## src/rtl/bs3_pkg.sv

```systemverilog
// bs3_pkg: shared constants, types and status structs for the 3x3 box-sum core
// depends on nothing; imported by bs3_pos, bs3_sum and box_sum_3x3_valid_core
package bs3_pkg;

  localparam int unsigned MAX_WIDTH     = 1024;
  localparam int unsigned SAMPLE_BITS   = 16;
  localparam int unsigned KERNEL        = 3;
  localparam int unsigned COL_BITS      = $clog2(MAX_WIDTH);
  localparam int unsigned CFG_BITS      = 11;
  localparam int unsigned WIDTH_RESET   = 1024;
  localparam int unsigned CSUM_BITS     = SAMPLE_BITS + 2;
  localparam int unsigned SUM_BITS      = SAMPLE_BITS + 4;
  localparam int unsigned IN_DATA_BITS  = ((SAMPLE_BITS + 7) / 8) * 8;
  localparam int unsigned OUT_DATA_BITS = ((SUM_BITS + 7) / 8) * 8;

  typedef logic [COL_BITS-1:0]                col_t;
  typedef logic [CFG_BITS-1:0]                lwidth_t;
  typedef logic signed [SAMPLE_BITS-1:0]      sample_t;
  typedef logic signed [CSUM_BITS-1:0]        csum_t;
  typedef logic signed [SUM_BITS-1:0]         wsum_t;

  // position of the word just accepted
  typedef struct packed {
    col_t col;
    logic emit;
    logic last;
  } pos_t;

  // occupancy of the read-data stage
  typedef struct packed {
    logic valid;
    logic fire;
    logic emit;
  } s1_stat_t;

  // one finished result
  typedef struct packed {
    wsum_t window_sum;
    logic  row_end;
  } res_t;

endpackage

```

## src/rtl/bs3_pos.sv

```systemverilog
// bs3_pos: line width register and column/row position tracking
// depends on bs3_pkg
module bs3_pos (
  input  logic              clk_i,
  input  logic              rst_ni,
  input  logic              cfg_we_i,
  input  bs3_pkg::lwidth_t  cfg_data_i,
  input  logic              acc_i,
  input  logic              frame_start_i,
  output bs3_pkg::pos_t     pos_o
);
  import bs3_pkg::*;

  lwidth_t    width_q;
  lwidth_t    width_eff;
  lwidth_t    col_inc;
  col_t       col_q, col_d, col_cur;
  logic [1:0] row_q, row_d, row_cur;
  logic       last;

  // effective width saturates at the buffer depth
  always_comb begin
    width_eff = (width_q > lwidth_t'(MAX_WIDTH)) ? lwidth_t'(MAX_WIDTH) : width_q;
    col_cur   = frame_start_i ? '0 : col_q;
    row_cur   = frame_start_i ? '0 : row_q;
    col_inc   = lwidth_t'(col_cur) + lwidth_t'(1);
    last      = (col_inc >= width_eff);
  end

  // next position after this word
  always_comb begin
    if (last) begin
      col_d = '0;
      row_d = (row_cur < 2'(KERNEL - 1)) ? row_cur + 2'd1 : row_cur;
    end else begin
      col_d = col_inc[COL_BITS-1:0];
      row_d = row_cur;
    end
  end

  assign pos_o.col  = col_cur;
  assign pos_o.last = last;
  assign pos_o.emit = (width_eff >= lwidth_t'(KERNEL)) && (row_cur >= 2'(KERNEL - 1)) &&
                      (col_cur >= col_t'(KERNEL - 1));

  // width register
  always_ff @(posedge clk_i or negedge rst_ni) begin
    if (!rst_ni) begin
      width_q <= lwidth_t'(WIDTH_RESET);
    end else if (cfg_we_i) begin
      width_q <= cfg_data_i;
    end
  end

  // position counters
  always_ff @(posedge clk_i or negedge rst_ni) begin
    if (!rst_ni) begin
      col_q <= '0;
      row_q <= '0;
    end else if (acc_i) begin
      col_q <= col_d;
      row_q <= row_d;
    end
  end

endmodule

```

## config.mk

```make
export PLATFORM = sky130hd
export DESIGN_NAME = bs3_pos
export DESIGN_NICKNAME = d
export VERILOG_FILES = /design/src/rtl/bs3_pkg.sv /design/src/rtl/bs3_pos.sv
export SDC_FILE = /design/constraint.sdc
export NUM_CORES = 1
export LEC_CHECK = 0
export BUFFER_PORTS_ARGS = -buffer_cell sky130_fd_sc_hd__buf_4
export CAP_MARGIN = 20
export CORE_ASPECT_RATIO = 1.1
export CORE_MARGIN = 2
export CORE_UTILIZATION = 40
export CTS_BUF_LIST = sky130_fd_sc_hd__clkbuf_2
export CTS_CLUSTER_DIAMETER = 80
export DETAILED_ROUTE_END_ITERATION = 8
export SETUP_SLACK_MARGIN = 0.05
export SLEW_MARGIN = 20
export SYNTH_ARGS = -nofsm -noshare
export SYNTH_HDL_FRONTEND = slang
export SYNTH_SLANG_ARGS = --single-unit
```

## constraint.sdc

```tcl
create_clock -name clk_i -period 11.25 [get_ports clk_i]
set_clock_uncertainty 0.1 [all_clocks]
set_input_delay 2.8125 -clock clk_i [delete_from_list [all_inputs] [get_ports clk_i]]
set_output_delay 2.8125 -clock clk_i [all_outputs]
set_load 0.02 [all_outputs]
```

After elaboration in Yosys (flattened, before gate mapping)
Index checks and enable logic that the tools add are counted.
Cells by class
  bitwise operators: 0
  add/subtract/negate cells: 2
  div/mod/pow operators: 0
  shifts and indexed selects: 0
  $lt $le $gt $ge: 6
  muxes and demuxes: 6
  multipliers: 0
  reductions and logical operators: 2
  equality and inequality tests: 0
Operator list (number)
  $mux 10: 2
  $add 10x1->11 const B: 1
  $ge 11x11->1: 1
  $ge 11x2->1 const B: 1
  $gt 11x11->1 const B: 1
  $mux 11: 1
  $ge 10x2->1 const B: 1
  $mux 2: 3
  $add 2x1->2 const B: 1
  $ge 2x2->1 const B: 1
  $logic_and 1x1->1: 2
  $lt 2x2->1 const B: 1
Storage, ports and cells
  memory bits (read-only): 0
  RAM bits: 0
  flip-flop bits (word level): 23
  memories: 0
  input port bits: 16
  latch bits: 0

Longest topological paths before layout
Gate-level depths: netlist of run 1.
  depth in word-level cells: 5
  gate-level depth with buffers: 13

Least setup slack after synthesis of run 1
OpenSTA, ideal clock, no wires.
  path kind: input to output
  from: in frame_start_i
  to: out pos_o[0] in the netlist's numbering
  path buffers: 2
  slack: 2957 ps
  stages on the path: 12
  data required time: 8337 ps
  data arrival time: 5381 ps
  path through: buf_2 nor2b_1 ha_1 nand4_1 nor2_1 mux2_2 ha_1 nand2_1 a2111o_1 and3_4 clkinv_4 buf_4
RTL lines
  from (decl): line bs3_pos.sv:9  | input logic frame_start_i,
  to (decl): line bs3_pos.sv:10  | output bs3_pkg::pos_t pos_o

==> results.sh, run 1 <==
export IMPL_cp_arrival_ps=5360
export IMPL_hold_depth=1
export IMPL_period_needed_ps=8270
export IMPL_clockPowerShare=0.206
export IMPL_rsz0062_at_grt="no"
export IMPL_synth_edf_count=0
export IMPL_h_tree_depth=1
export IMPL_final_antenna_net_count=0
export IMPL_diodes=0
export IMPL_ys_warnings_count=0
export IMPL_track_usage=0.170
export IMPL_setup_tns_ps=0
export IMPL_worstPathMaxFanout=15
export IMPL_io_buffers=27
export IMPL_final_cell_mix="27 x buf_4, 24 x nand2_1, 22 x dfrtp_1"
export IMPL_dr_pass1_iters=4
export IMPL_finalHoldViolCount=0
export IMPL_yosys_cell_types_count=45
export IMPL_cts_repair_resized=0
export IMPL_routed_wl_um=3500
export IMPL_n_fill_cell=362
export IMPL_fmax_mhz=121
export IMPL_ys_seq_elements=23
export IMPL_slowest_delay_ps=400
export IMPL_cp_end_kind="output port"
export IMPL_post_route_period_util=0.735
export IMPL_holdCritPathClass="flip-flop to flip-flop"
export IMPL_fp_dieH_um=69.5
export IMPL_finalSetupViolCount=0
export IMPL_cts_sinks=23
export IMPL_cts_hold_buf=0
export IMPL_crit_required_ps=8340
export IMPL_pwr_share_comb=0.233
export IMPL_peakVddDrop_uv=51.8
export IMPL_vias=1234
export IMPL_sw_frac_of_total=0.319
export IMPL_crit_path_start_kind="input port"
export IMPL_cts_path_max_buffers=2
export IMPL_switchingPower_uw=54.2
export IMPL_tightest_slew_ps=313
export IMPL_cp_cell_sequence="buf_4 -> nor2b_1 -> ha_1 -> nand4_1 -> nor2_1 -> mux2_2 -> ha_1 -> nand2_1 -> a2111o_1 -> and3_4 -> clkinv_4 -> buf_4"
export IMPL_synth_ff_type="dfrtp_1"
export IMPL_critical_path_slowest_cell="a2111o_1"
export IMPL_intPower_uw=116
export IMPL_start_util=0.424
export IMPL_grt_pass1_vias=1246
export IMPL_antenna_found_initial=0
export IMPL_outcome="completed"
export IMPL_grt_overflow_total=0
export IMPL_synth_area_per_cell_um2=9.88
export IMPL_place_area_um2=1800
export IMPL_worstSetupPathType="input port to output port"
export IMPL_r2r_cells=12
export IMPL_cts_root_buf="clkbuf_2"
export IMPL_p_leak_nw=0.881
export IMPL_postSynth_asyncResetShare=1.00
export IMPL_final_area_um2=1820
export IMPL_place_gp_congestion=0.838
export IMPL_ios=28
export IMPL_cts_buffers=3
export IMPL_pwr_density_cell_nw_per_um2=93.3
export IMPL_drive_gt1_frac=0.295
export IMPL_tritoncts="built"
export IMPL_cts_clk_slew_worst_paths_ps=220
export IMPL_num_rows=23
export IMPL_area_growth_pct=16.4
export IMPL_syn_cell_area_um2=1560
export IMPL_sequentialPowerShare=0.561
export IMPL_core_area_um2=3680
export IMPL_grt_pass1_wl_um=5890
export IMPL_fin_hold_ws_ps=438
export IMPL_clk_latency_ps=360
export IMPL_post_cts_buffers=0
export IMPL_hpwlAfterDp_um=2740
export IMPL_cap_violations=0
export IMPL_grt_max_degree=24
export IMPL_power_uw=170
export IMPL_drv_slew=0
export IMPL_vias_per_cell=5.30
export IMPL_syn_num_nets=188
export IMPL_drc=0
export IMPL_dieArea_um2=4420
export IMPL_nets=214
export IMPL_synth_cells=158
export IMPL_wl_per_cell_um=15.0
export IMPL_first_iter_violations=66
export IMPL_max_slew_margin_rel=0.791
export IMPL_yosysSeqAreaShare=0.369
export IMPL_final_common_cell="buf_4"
export IMPL_die_x_um=63.6
==> final cells by class <==
class	instances	area [um2]	share of cell area
Inverter	9	38.8	0.0213
Timing Repair Buffer	27	203	0.111
Multi-Input combinational cell	120	917	0.504
Tap cell	50	62.6	0.0344
Sequential cell	23	577	0.317
Clock inverter	1	5.00	0.00275
Clock buffer	3	15.0	0.00826
==> critical path, delay by kind of cell <==
family,cells,cell delay [ps]
and+or+nand+nor,5,790
adders and majority gates,2,580
buffers and inverters,3,400
AOI/OAI and AO/OA,1,400
muxes,1,360
==> cells by family (layout without fill, tap and decap cells) <==
family                   after synthesis  in the layout  synth area share
multiplexers                          12             12            0.0865
AO/OA/AOI/OAI                         25             25             0.127
AND/OR/NAND/NOR                       63             63             0.224
flip-flops                            23             23             0.369
buffers and inverters                 15             40            0.0433
adder cells (fa/ha/maj)               14             14             0.112
XOR/XNOR                               6              6            0.0385
==> state kept, by name, summed over array words and instances, names as in the netlist <==
register,cells
col_q,10
width_q,11
row_q,2
==> power by group through the flow <==
stage               combinational, mW  sequential (mW)  clock [mW]
CTS                            0.0402           0.0954      0.0365
finish                         0.0395           0.0952      0.0349
floorplan                      0.0264           0.0948           0
global placement               0.0383           0.0966           0
global route                   0.0443           0.0965      0.0411
detailed placement             0.0397           0.0969           0
==> per-stage QoR <==
step,utilization,std cells,setup WS (ps)
floorplan,-,158,2960
global placement,0.488,229,3070
detailed placement,0.488,229,3000
CTS,0.494,233,2990
global route,0.494,233,2840
finish,0.494,233,2980
==> routing by layer <==
layer | global-route usage | share of wire | routed length (um)
met5 | 0 | 0 | 0
met4 | 0.0918 | 0.028 | 98
met3 | 0.0179 | 0.042 | 147
met2 | 0.292 | 0.50 | 1750
met1 | 0.207 | 0.43 | 1500
==> Yosys cell counts (2+ instances only) <==
| cell | n | area, um2 |
|---|---|---|
| nand2_1 | 24 | 90.1 |
| dfrtp_1 | 22 | 551 |
| ha_1 | 14 | 175 |
| mux2_2 | 12 | 135 |
| nor2b_1 | 10 | 62.6 |
| inv_1 | 7 | 26.3 |
| nor2_1 | 6 | 22.5 |
| nand3_1 | 5 | 25.0 |
| o2bb2ai_1 | 5 | 43.8 |
| a21oi_1 | 4 | 20.0 |
| nor4_1 | 4 | 25.0 |
| xor2_1 | 4 | 35.0 |
| a31o_1 | 3 | 26.3 |
| and3_1 | 3 | 18.8 |
| a32o_1 | 2 | 20.0 |
| and2b_1 | 2 | 15.0 |
| clkbuf_1 | 2 | 7.51 |
| nand4_1 | 2 | 12.5 |
==> final timing paths <==
kind                               start     endpoint  slack, ps
min in group asynchronous         rst_ni     col_q[5]       2200
hold / removal                  row_q[0]     row_q[0]        440
hold reg to reg                 row_q[0]     row_q[0]        440
max in group asynchronous         rst_ni  width_q[10]       8570
setup reg to reg                col_q[1]     row_q[1]       8110
setup / recovery           frame_start_i     pos_o[0]       2980
No activity file was read; power rests on OpenSTA's default activity.
==> inputs of run 2 (changes only) <==
Settings changed: ABC_AREA set to 1.
Clock period 11.25 ns to 6.85 ns, I/O delays scaled along.
==> results.sh, run 2 <==
export IMPL_first_iter_violations=51
export IMPL_hold_depth=2
export IMPL_yosys_top_cells_count="71 x nand2_1, 41 x inv_1, 22 x dfrtp_1"
export IMPL_setup_tns_ps=0
export IMPL_period_needed_ps=6050
export IMPL_reg2reg_from="col_q[0]"
export IMPL_cts_root_buf="clkbuf_2"
export IMPL_vias_per_cell=4.72
export IMPL_final_common_cell="nand2_1"
export IMPL_post_route_period_util=0.883
export IMPL_drive_gt1_frac=0.260
export IMPL_hp_start="col_q[0]"
export IMPL_cap_violations=0
export IMPL_fmax_mhz=165
export IMPL_crit_required_ps=5040
export IMPL_cts_sinks=23
export IMPL_tightest_slew_ps=350
export IMPL_ios=28
export IMPL_crit_path_start_kind="input port"
export IMPL_cts_hold_buf=0
export IMPL_routed_wl_um=3970
export IMPL_synth_ff_type="dfrtp_1"
export IMPL_postSynth_asyncResetShare=1.00
export IMPL_ys_seq_elements=23
export IMPL_num_rows=26
export IMPL_place_area_um2=2150
export IMPL_min_to="col_q[0]"
export IMPL_rr_endpoint="col_q[3]"
export IMPL_ff2ff_setup_slack_ps=3980
export IMPL_cp_arrival_ps=4230
export IMPL_nets=312
export IMPL_dr_pass1_iters=4
export IMPL_cp_cell_sequence="buf_4 -> inv_8 -> nand2_1 -> inv_1 -> ha_1 -> nand3_4 -> nor2_4 -> nand2_2 -> xor2_1 -> inv_1 -> ha_1 -> a21oi_1 -> nand2_1 -> nand2_1 -> nand2_1 -> nor2_4 -> inv_1 -> buf_4"
export IMPL_top_layer="met4"
export IMPL_met3_length_um=112
export IMPL_start_util=0.414
export IMPL_ys_warnings_count=0
export IMPL_grt_pass1_wl_um=7020
export IMPL_synth_top_cell_area_share=0.288
export IMPL_worstSetupPathDepth=18
export IMPL_cp_end_kind="output port"
export IMPL_area_growth_pct=13.2
export IMPL_synth_cells=255
export IMPL_path_buf_inv=6
export IMPL_top_register="width_q"
export IMPL_yosys_cell_types_count=34
export IMPL_vias=1592
export IMPL_diodes=0
export IMPL_rsz0062_at_grt="no"
export IMPL_p_leak_nw=1.20
export IMPL_h_tree_depth=1
export IMPL_worstSetupPathType="input port to output port"
export IMPL_final_cell_mix="71 x nand2_1, 41 x inv_1, 27 x buf_4"
export IMPL_synth_most_common_cell="nand2_1"
export IMPL_place_gp_congestion=0.844
export IMPL_timing_final_ws_setup_ps=803
export IMPL_drc=0
export IMPL_wl_per_cell_um=11.8
export IMPL_fin_hold_ws_ps=428
export IMPL_r2r_cells=16
export IMPL_largest_register_ffs=11
export IMPL_finalSetupViolCount=0
export IMPL_antenna_found_initial=0
export IMPL_cts_repair_resized=0
export IMPL_cts_path_max_buffers=2
export IMPL_yosysTopAreaCell="dfrtp_1"
export IMPL_holdCritPathClass="flip-flop to flip-flop"
export IMPL_n_fill_cell=485
export IMPL_outcome="completed"
export IMPL_final_antenna_net_count=0
export IMPL_peakVddDrop_uv=90.3
export IMPL_syn_cell_area_um2=1910
export IMPL_critical_path_slowest_cell="buf_4"
export IMPL_pwr_density_cell_nw_per_um2=146
export IMPL_wl_met1_um=1900
export IMPL_fp_dieH_um=76.5
export IMPL_slowest_delay_ps=310
export IMPL_io_buffers=27
export IMPL_yosys_top_cells_area="dfrtp_1 29%, nand2_1 14%, ha_1 9.2%"
export IMPL_place_ws_ps=819
export IMPL_hpwlAfterDp_um=3310
export IMPL_cts_buffers=3
export IMPL_drv_slew=0
export IMPL_synth_area_per_cell_um2=7.50
export IMPL_worstPathMaxFanout=9
export IMPL_largestRegisters="width_q: 11 flops, col_q: 10 flops, row_q: 2 flops"
export IMPL_cts_clk_slew_worst_paths_ps=230
export IMPL_yosysSeqAreaShare=0.302
export IMPL_wl_met2_um=1910
export IMPL_finalHoldViolCount=0
export IMPL_synth_edf_count=0
export IMPL_track_usage=0.161
export IMPL_critPathTopFamily="simple AND/OR/NAND/NOR gates"
export IMPL_cpMostUsedCell="nand2_1"
export IMPL_final_area_um2=2170
export IMPL_max_slew_margin_rel=0.767
export IMPL_clk_latency_ps=340
export IMPL_post_cts_buffers=0
export IMPL_core_area_um2=4620
export IMPL_syn_num_nets=285
export IMPL_die_x_um=69.9
export IMPL_tritoncts="built"
export IMPL_grt_max_degree=24
export IMPL_dieArea_um2=5350
export IMPL_grt_overflow_total=0
export IMPL_grt_pass1_vias=1524
==> run 2: cell count changes after synthesis, moves of 6 or more <==
cell     previous run  this run
nand2_1            24        71
inv_1               7        41
o21ai_0             1        13
mux2_2             12         2
nor2b_1            10         0
inv_2               0         7
nand3_1             5        12
nor2_1              6        12
nor2_4              0         6
==> run 2: kinds of logic after synthesis <==
family          Yosys count  share of synthesized area
flops                    23                      0.302
simple gates            132                      0.385
mux                       2                     0.0118
buf+inv                  55                      0.123
xor+xnor                  2                    0.00916
fa+ha+maj                14                     0.0916
compound gates           27                     0.0785
==> run 2: worst max path at each step <==
| stage | startpoint | to | slack [ps] |
|---|---|---|---|
| finish | frame_start_i | pos_o[0] | 800 |
| global route | frame_start_i | pos_o[0] | 480 |
| CTS | frame_start_i | pos_o[0] | 810 |
| detailed placement | frame_start_i | pos_o[0] | 820 |
| global placement | frame_start_i | pos_o[0] | 840 |
| floorplan | frame_start_i | pos_o[0] | 1070 |
==> run 2: report_power, final <==
part | switching, mW | internal [mW]
registers | 0.00949 | 0.148
clock network | 0.0442 | 0.0154
logic | 0.0621 | 0.0362
==> run 2: area by class of cell <==
class	instances	area (um2)	share of cell area
Inverter	50	195	0.0901
Tap cell	56	70.1	0.0324
Timing Repair Buffer	27	203	0.0936
Sequential cell	23	577	0.266
Clock buffer	4	20.0	0.00924
Multi-Input combinational cell	177	1100	0.508
==> run 2: tightest hold or removal path, delay by kind of cell (launching register included) <==
family           cells  cell delay [ps]
AO/OA/AOI/OAI        1               60
AND/OR/NAND/NOR      1               50
flip-flops           1              400
==> run 2: stage by stage <==
stage                util  total power, mW  cells
floorplan               -            0.230    255
finish              0.469            0.316    337
detailed placement  0.465            0.259    333
global route        0.469            0.341    337
global placement    0.465            0.259    333
CTS                 0.469            0.317    337
==> run 2: layer usage <==
layer	vias to the layer above	global-route usage
met4	0	0.0423
met5	-	0
met1	710	0.212
met2	27	0.278
met3	5	0.0172
li1	850	-
